[src/rtl/pps_pkg.sv]
package pps_pkg;

	// command codes
	typedef enum logic [1:0] {
		MODE_LOAD  = 2'd0,
		MODE_TICK  = 2'd1,
		MODE_CLEAR = 2'd2
	} mode_t;

	// sequencer states
	typedef enum logic [1:0] {
		ST_IDLE,
		ST_SCAN,
		ST_CALC,
		ST_POST
	} state_t;

	// one command transaction
	typedef struct packed {
		logic [1:0]  mode;
		logic [3:0]  slot;
		logic [15:0] arrival;
		logic [15:0] burst;
		logic [7:0]  priority_req;
	} cmd_t;

	// one tick result transaction
	typedef struct packed {
		logic        ran_task;
		logic [3:0]  ran_slot;
		logic        task_done;
		logic [23:0] finish_time;
		logic [23:0] turnaround;
		logic [23:0] waiting;
		logic [31:0] sum_turnaround;
		logic [31:0] sum_waiting;
		logic [23:0] idle_ticks;
		logic        all_done;
	} res_t;

	// one task table entry
	typedef struct packed {
		logic [15:0] arrival;
		logic [15:0] burst;
		logic [15:0] remaining;
		logic [7:0]  prio;
	} entry_t;

	// sequencer to selector controls
	typedef struct packed {
		logic start;
		logic cmp_en;
		logic pending;
	} sel_ctrl_t;

	localparam logic [23:0] TIME_MAX = 24'hFFFFFF;
	localparam logic [31:0] SUM_MAX  = 32'hFFFFFFFF;

endpackage

[src/rtl/preemptive_priority_scheduler_unit.sv]
// channel | signals                      | accepted when
// command | cmd_valid, cmd_ready, cmd    | cmd_valid && cmd_ready
// result  | res_valid, res_ready, res    | res_valid && res_ready
//
// a load, clear or unused code is handled in idle and leaves the block in idle
// a tick is accepted in idle, then reads each of the SLOTS entries through the table
// memory read port, waits for the last read data, then runs one update and one commit
// the table memory has no reset; valid and finished bits clear at reset
// a finished tick waits in the commit step while the result register is full
module preemptive_priority_scheduler_unit #(
	parameter int SLOTS = 16
) (
	input  logic          clk,
	input  logic          arst_n,
	input  logic          cmd_valid,
	output logic          cmd_ready,
	input  pps_pkg::cmd_t cmd,
	output logic          res_valid,
	input  logic          res_ready,
	output pps_pkg::res_t res
);
	import pps_pkg::*;

	localparam int IW = $clog2(SLOTS);

	state_t          state_q, state_d;
	logic [IW:0]     cnt_q;
	logic            rd_vld_s1;
	logic [IW-1:0]   rd_idx_s1;
	logic [SLOTS-1:0] valid_q, fin_q, pend;
	logic [23:0]     time_q, idle_q;
	logic [31:0]     tot_tat_q, tot_wt_q;
	logic            done_s2;
	logic [23:0]     tat_s2;
	res_t            res_q;
	logic            res_valid_q;

	logic            acc, is_load, is_tick, is_clear, load_ok, commit;
	logic [IW-1:0]   load_idx;
	logic            mem_we, mem_re;
	logic [IW-1:0]   mem_waddr;
	entry_t          mem_wdata, mem_rdata;
	sel_ctrl_t       sel_ctrl;
	logic            found;
	logic [IW-1:0]   best_idx;
	entry_t          best;
	logic [15:0]     rem_new;
	logic [23:0]     time_inc, tat_c, wt_c;
	logic            done_c;
	logic [32:0]     tat_sum, wt_sum;
	logic [31:0]     tot_tat_d, tot_wt_d;

	// command decode
	assign acc      = cmd_valid && cmd_ready;
	assign is_load  = acc && (cmd.mode == MODE_LOAD);
	assign is_tick  = acc && (cmd.mode == MODE_TICK);
	assign is_clear = acc && (cmd.mode == MODE_CLEAR);
	assign load_ok  = is_load && (32'(cmd.slot) < 32'(SLOTS));
	assign load_idx = IW'(cmd.slot);
	assign pend     = valid_q & ~fin_q;
	assign commit   = (state_q == ST_POST) && (!res_valid_q || res_ready);

	// state register
	always_ff @(posedge clk or negedge arst_n) begin
		if (!arst_n) begin
			state_q <= ST_IDLE;
		end else begin
			state_q <= state_d;
		end
	end

	// next state and sequencer outputs
	always_comb begin
		state_d   = state_q;
		cmd_ready = 1'b0;
		mem_re    = 1'b0;
		unique case (state_q)
			ST_IDLE: begin
				cmd_ready = 1'b1;
				if (is_tick) begin
					state_d = ST_SCAN;
				end
			end
			ST_SCAN: begin
				mem_re = (cnt_q < (IW + 1)'(SLOTS));
				if (cnt_q == (IW + 1)'(SLOTS)) begin
					state_d = ST_CALC;
				end
			end
			ST_CALC: begin
				state_d = ST_POST;
			end
			ST_POST: begin
				if (commit) begin
					state_d = ST_IDLE;
				end
			end
			default: begin
				state_d = ST_IDLE;
			end
		endcase
	end

	// scan address counter and read pipeline
	always_ff @(posedge clk or negedge arst_n) begin
		if (!arst_n) begin
			cnt_q     <= '0;
			rd_vld_s1 <= 1'b0;
		end else begin
			rd_vld_s1 <= mem_re;
			if (is_tick) begin
				cnt_q <= '0;
			end else if (mem_re) begin
				cnt_q <= cnt_q + 1'b1;
			end
		end
	end

	always_ff @(posedge clk) begin
		rd_idx_s1 <= cnt_q[IW-1:0];
	end

	// table write port: loads in idle, remaining-time writeback in update
	always_comb begin
		mem_we    = 1'b0;
		mem_waddr = load_idx;
		mem_wdata = '{arrival: cmd.arrival, burst: cmd.burst, remaining: cmd.burst,
			prio: cmd.priority_req};
		if (load_ok) begin
			mem_we = 1'b1;
		end else if ((state_q == ST_CALC) && found) begin
			mem_we              = 1'b1;
			mem_waddr           = best_idx;
			mem_wdata           = best;
			mem_wdata.remaining = rem_new;
		end
	end

	pps_table_mem #(.SLOTS(SLOTS)) u_mem (
		.clk   (clk),
		.we    (mem_we),
		.waddr (mem_waddr),
		.wdata (mem_wdata),
		.re    (mem_re),
		.raddr (cnt_q[IW-1:0]),
		.rdata (mem_rdata)
	);

	// selector controls
	assign sel_ctrl.start   = is_tick;
	assign sel_ctrl.cmp_en  = rd_vld_s1;
	assign sel_ctrl.pending = pend[rd_idx_s1];

	pps_select #(.SLOTS(SLOTS)) u_sel (
		.clk        (clk),
		.arst_n     (arst_n),
		.ctrl       (sel_ctrl),
		.idx        (rd_idx_s1),
		.rdata      (mem_rdata),
		.now        (time_q),
		.found      (found),
		.best_idx   (best_idx),
		.best_entry (best)
	);

	// update step arithmetic
	assign rem_new  = best.remaining - 16'(best.remaining != 16'd0);
	assign time_inc = (time_q == TIME_MAX) ? time_q : time_q + 24'd1;
	assign done_c   = (rem_new == 16'd0);
	assign tat_c    = time_inc - {8'd0, best.arrival};

	// commit step arithmetic
	assign wt_c      = (tat_s2 >= {8'd0, best.burst}) ? tat_s2 - {8'd0, best.burst} : 24'd0;
	assign tat_sum   = {1'b0, tot_tat_q} + 33'(tat_s2);
	assign wt_sum    = {1'b0, tot_wt_q} + 33'(wt_c);
	assign tot_tat_d = !done_s2 ? tot_tat_q : (tat_sum[32] ? SUM_MAX : tat_sum[31:0]);
	assign tot_wt_d  = !done_s2 ? tot_wt_q : (wt_sum[32] ? SUM_MAX : wt_sum[31:0]);

	// slot valid and finished bits
	always_ff @(posedge clk or negedge arst_n) begin
		if (!arst_n) begin
			valid_q <= '0;
			fin_q   <= '0;
		end else begin
			if (is_clear) begin
				valid_q <= '0;
				fin_q   <= '0;
			end else if (load_ok) begin
				valid_q[load_idx] <= (cmd.burst != 16'd0);
				fin_q[load_idx]   <= 1'b0;
			end else if ((state_q == ST_CALC) && found && done_c) begin
				fin_q[best_idx] <= 1'b1;
			end
		end
	end

	// time, idle count and totals
	always_ff @(posedge clk or negedge arst_n) begin
		if (!arst_n) begin
			time_q    <= '0;
			idle_q    <= '0;
			tot_tat_q <= '0;
			tot_wt_q  <= '0;
		end else begin
			if (state_q == ST_CALC) begin
				time_q <= time_inc;
				if (!found && (|pend) && (idle_q != TIME_MAX)) begin
					idle_q <= idle_q + 24'd1;
				end
			end
			if (commit) begin
				tot_tat_q <= tot_tat_d;
				tot_wt_q  <= tot_wt_d;
			end
		end
	end

	// update results carried into the commit step
	always_ff @(posedge clk) begin
		if (state_q == ST_CALC) begin
			done_s2 <= found && done_c;
			tat_s2  <= tat_c;
		end
	end

	// result register
	always_ff @(posedge clk or negedge arst_n) begin
		if (!arst_n) begin
			res_valid_q <= 1'b0;
		end else if (commit) begin
			res_valid_q <= 1'b1;
		end else if (res_ready) begin
			res_valid_q <= 1'b0;
		end
	end

	always_ff @(posedge clk) begin
		if (commit) begin
			res_q.ran_task       <= found;
			res_q.ran_slot       <= found ? 4'(best_idx) : 4'd0;
			res_q.task_done      <= done_s2;
			res_q.finish_time    <= time_q;
			res_q.turnaround     <= done_s2 ? tat_s2 : 24'd0;
			res_q.waiting        <= done_s2 ? wt_c : 24'd0;
			res_q.sum_turnaround <= tot_tat_d;
			res_q.sum_waiting    <= tot_wt_d;
			res_q.idle_ticks     <= idle_q;
			res_q.all_done       <= ~|pend;
		end
	end

	assign res_valid = res_valid_q;
	assign res       = res_q;

endmodule

[src/rtl/pps_table_mem.sv]
module pps_table_mem #(
	parameter int SLOTS = 16
) (
	input  logic                       clk,
	input  logic                       we,
	input  logic [$clog2(SLOTS)-1:0]   waddr,
	input  pps_pkg::entry_t            wdata,
	input  logic                       re,
	input  logic [$clog2(SLOTS)-1:0]   raddr,
	output pps_pkg::entry_t            rdata
);
	import pps_pkg::*;

	entry_t mem [SLOTS];

	// single write port
	always_ff @(posedge clk) begin
		if (we) begin
			mem[waddr] <= wdata;
		end
	end

	// registered read port
	always_ff @(posedge clk) begin
		if (re) begin
			rdata <= mem[raddr];
		end
	end

endmodule

[src/rtl/pps_select.sv]
module pps_select #(
	parameter int SLOTS = 16
) (
	input  logic                       clk,
	input  logic                       arst_n,
	input  pps_pkg::sel_ctrl_t         ctrl,
	input  logic [$clog2(SLOTS)-1:0]   idx,
	input  pps_pkg::entry_t            rdata,
	input  logic [23:0]                now,
	output logic                       found,
	output logic [$clog2(SLOTS)-1:0]   best_idx,
	output pps_pkg::entry_t            best_entry
);
	import pps_pkg::*;

	localparam int IW = $clog2(SLOTS);

	logic          found_q;
	logic [IW-1:0] best_idx_q;
	entry_t        best_q;
	logic          take;

	// eligible, arrived, and strictly better than the best so far
	assign take = ctrl.cmp_en && ctrl.pending && ({8'd0, rdata.arrival} <= now)
		&& (!found_q || (rdata.prio < best_q.prio));

	// found flag
	always_ff @(posedge clk or negedge arst_n) begin
		if (!arst_n) begin
			found_q <= 1'b0;
		end else if (ctrl.start) begin
			found_q <= 1'b0;
		end else if (take) begin
			found_q <= 1'b1;
		end
	end

	// best candidate payload
	always_ff @(posedge clk) begin
		if (take) begin
			best_idx_q <= idx;
			best_q     <= rdata;
		end
	end

	assign found      = found_q;
	assign best_idx   = best_idx_q;
	assign best_entry = best_q;

endmodule

[config.mk]
export PLATFORM = sky130hd
export DESIGN_NAME = preemptive_priority_scheduler_unit
export DESIGN_NICKNAME = d
export VERILOG_FILES = /design/src/rtl/pps_pkg.sv /design/src/rtl/preemptive_priority_scheduler_unit.sv /design/src/rtl/pps_table_mem.sv /design/src/rtl/pps_select.sv
export SDC_FILE = /design/constraint.sdc
export NUM_CORES = 2
export LEC_CHECK = 0
export CAP_MARGIN = 20
export CORE_UTILIZATION = 50
export CTS_BUF_LIST = sky130_fd_sc_hd__clkbuf_2 sky130_fd_sc_hd__clkbuf_4 sky130_fd_sc_hd__clkbuf_8
export DETAILED_ROUTE_END_ITERATION = 12
export DONT_BUFFER_PORTS = 1
export PLACE_DENSITY_LB_ADDON = 0.1
export SETUP_SLACK_MARGIN = 0.05
export SYNTH_ARGS = -nofsm -noshare
export SYNTH_HDL_FRONTEND = slang
export SYNTH_SLANG_ARGS = --single-unit
[constraint.sdc]
create_clock -name clk -period 12.9 [get_ports clk]
set_input_delay 1.29 -clock clk [delete_from_list [all_inputs] [get_ports clk]]
set_output_delay 1.29 -clock clk [all_outputs]
set_load 0.005 [all_outputs]
==> impl_metrics.json <==
{
  "cp_num_buf_inv": 2,
  "root_buffer": "clkbuf_8",
  "synth.most_common_cell": "edfxtp_1",
  "antenna_found_initial": 5,
  "drcViolationCount": 0,
  "grt_max_degree": 155,
  "critPathKind": "register to register",
  "cp_slowest_cell": "or2_2",
  "crit_path_max_incr_delay_ps": 450,
  "use_met2": 0.402,
  "seq_power_share": 0.432,
  "grt_pass1_wl_um": 212000,
  "ir_worst_vdd_uv": 150,
  "hold_viol": 0,
  "syn_inst": 3401,
  "ctsHoldBuffers": 0,
  "synthDistinctLibCells": 86,
  "htree_levels": 4,
  "layout.nets": 3739,
  "cts_tree": "yes",
  "rr_startpoint": "tat_s2[0]",
  "synth_top_area_cell": "edfxtp_1",
  "clk_pin_slew_ps": 60,
  "power_frac_comb": 0.312,
  "ys_ff_latch": 1362,
  "ys.flop_type": "edfxtp_1",
  "post-route-period-util": 0.471,
  "synth_top_family_by_area": "multiplexers",
  "clk_path_buf_depth": 3,
  "die_w_um": 341,
  "drv_cap": 0,
  "fp.dieH_um": 341,
  "worstReg2RegEnd": "tot_wt_q[21]",
  "cts.sinks": 1362,
  "first_pass_iters": 6,
  "cts_buffers": 212,
  "crit_arrival_ps": 6810,
  "p_int_uw": 9490,
  "clkPwrFrac": 0.255,
  "maxSlewViolCount": 0,
  "critPathRequiredTime_ps": 13630,
  "antenna_left": 0,
  "initial_core_util": 0.503,
  "cp_common_cell": "nand2_1",
  "swShare": 0.327,
  "yosys-top-cells-count": "1204 x edfxtp_1, 285 x mux4_2, 186 x nor2_1",
  "avgSynthCellArea_um2": 16.9,
  "hold_path.class": "input pin to asynchronous set/reset pin",
  "layout-drive-gt1-share": 0.216,
  "finalSetupViolCount": 0,
  "busiest_layer": "met2",
  "fin_total_pwr_uw": 14100,
  "yosys-top-cells-area": "edfxtp_1 63%, mux4_2 11%, dfrtp_1 6.7%",
  "async_reset_ff_frac": 0.113,
  "yosysWarningCount": 0,
  "routed_wl_um": 143000,
  "clock_latency_ps": 900,
  "setup.worst_path.start_class": "register",
  "finalSetupTns_ps": 0,
  "grt_pass1_vias": 32500,
  "grt.overflow.total": 0,
  "dp.cells": 4866,
  "ios": 219,
  "io_buffers": 0,
  "row_count": 124,
  "area_growth_pct": 11.3,
  "synth_fa_ha_area_frac": 0.0260,
  "synth_edf_count": 1204,
  "core-area_mm2": 0.114,
  "crit_path_end_kind": "register",
  "die-area_mm2": 0.116,
  "postCtsSetupBuffers": 0,
  "synth_nets": 3568,
  "min_period_ps": 6070,
  "grtUsageMet3": 0.0478,
  "synth_xor_xnor_area_share": 0.0239,
  "seq_area_frac_synth": 0.698,
  "final_cell_area_mm2": 0.0640,
  "yosysTopAreaCellShare": 0.629,
  "rsz0062_at_grt": "false",
  "power_switching_uw": 4610,
  "crit_family": "compound AO/OA/AOI/OAI gates",
  "drtIter0Drc": 3058,
  "place_congestion": 0.903,
  "skew_ps": 50.0,
  "rr_worst_depth": 21,
  "synth_compound_area_frac": 0.0557,
  "tightestPinTransition_ps": 1120,
  "cp_cell_sequence": "inv_1, ha_1, inv_1, fa_1, a21o_1, a21oi_1, o21ai_1, a41oi_1, o211ai_1, or2_2, and2_1, fa_1, a211oi_1, o211ai_1, nand4_1, a211oi_1, o311ai_1, nand2_1, nand2_1, nand2_1, o22a_1",
  "avgViaCountPerCell": 6.01,
  "place_area_mm2": 0.0597,
  "ctsResizeCount": 0,
  "maxSlewHeadroom": 0.251,
  "synthMuxAreaShare": 0.118,
  "crit_path_max_fanout": 22,
  "routedWlPerCell_um": 27.2,
  "dr_total_vias": 31600,
  "syn_area_mm2": 0.0575,
  "pwr_density_cell_mw_per_mm2": 220,
  "synth-simple-area-share": 0.0628,
  "hpwl_um": 85400,
  "grt_usage": 0.247,
  "status": "completed",
  "max_freq_mhz": 165,
  "fin_cells": 5262,
  "r2r_slack_ps": 6830,
  "p_leak_uw": 0.0217,
  "met1_usage": 0.340
}
==> registers in the layout (all words and copies together) (netlist names), 2 cells and up <==
register / cells
cnt_q: 5
fin_q: 16
idle_q: 24
rd_idx_s1: 4
res: 167
state_q: 2
tat_s2: 24
time_q: 24
tot_tat_q: 32
tot_wt_q: 32
u_mem.mem: 896
u_mem.rdata: 56
u_sel.best_entry: 56
u_sel.best_idx: 4
valid_q: 16
==> worst max-delay path by stage <==
stage / cells after the start / start / to / slack [ps]
6_report: 21 / tat_s2[0] / tot_wt_q[21] / 6830
3_5_place_dp: 21 / tat_s2[0] / tot_wt_q[4] / 6810
5_1_grt: 21 / tat_s2[0] / tot_wt_q[21] / 6330
3_3_place_gp: 21 / tat_s2[0] / tot_wt_q[3] / 6930
4_1_cts: 21 / tat_s2[0] / tot_wt_q[21] / 6780
2_1_floorplan: 6 / res_ready / tot_wt_q[31] / 6980
==> layer usage <==
metal	vias to the layer above	wire, um
met1	16400	59700
met4	2	3490
li1	13800	-
met3	227	9980
met2	1209	69700
met5	-	8
==> cell usage in the layout, fill, tap and decap left out, types with 16 or more instances in the layout <==
master	synthesis	layout
a21o_1	49	49
a21oi_1	115	115
a31oi_1	16	16
and2_1	52	52
and3_1	30	28
buf_4	0	91
clkbuf_4	0	75
clkbuf_8	0	214
clkinv_1	1	58
clkinv_2	0	19
dfrtp_1	154	150
edfxtp_1	1204	1204
ha_1	113	112
inv_1	91	90
mux2_2	26	26
mux4_2	285	285
nand2_1	173	173
nand2b_1	43	43
nand3_1	51	51
nand4_1	40	40
nor2_1	186	169
nor2_4	0	16
nor3_1	43	42
nor4_1	22	22
o21a_1	17	17
o21ai_0	128	124
o21ai_1	14	17
o22a_1	65	65
xnor2_1	113	113
xor2_1	44	44
==> per-stage QoR <==
step                      setup slack (ps)  hold slack (ps)   util
after floorplan                       6980              345      -
after global placement                6930              402  0.522
after detailed placement              6810              405  0.523
after CTS                             6780             19.1  0.560
after global routing                  6330             46.4  0.560
final                                 6830              108  0.560
==> power by group through the flow <==
stage / Clock, uW / Sequential (uW) / Combinational (uW)
2_1_floorplan: 0 / 5980 / 3300
3_3_place_gp: 0 / 6170 / 4320
3_5_place_dp: 0 / 6190 / 4410
4_1_cts: 3680 / 6100 / 4440
5_1_grt: 3860 / 6150 / 4820
6_report: 3600 / 6090 / 4400
==> kinds of logic after synthesis <==
kind of cell | Yosys count
simple gates | 716
flops | 1362
compound gates | 492
fa+ha+maj | 117
xor+xnor | 157
buf+inv | 240
mux | 317
==> final cells by class <==
class,count,area [um^2]
sequential,1362,40100
antenna,4,10.0
multi-input combinational,1799,16600
inverter,94,358
clock inverter,99,709
clock buffer,289,3510
fill,8902,50200
tap,1512,1890
timing repair buffer,103,795
Power figures use the tool's default switching activity.
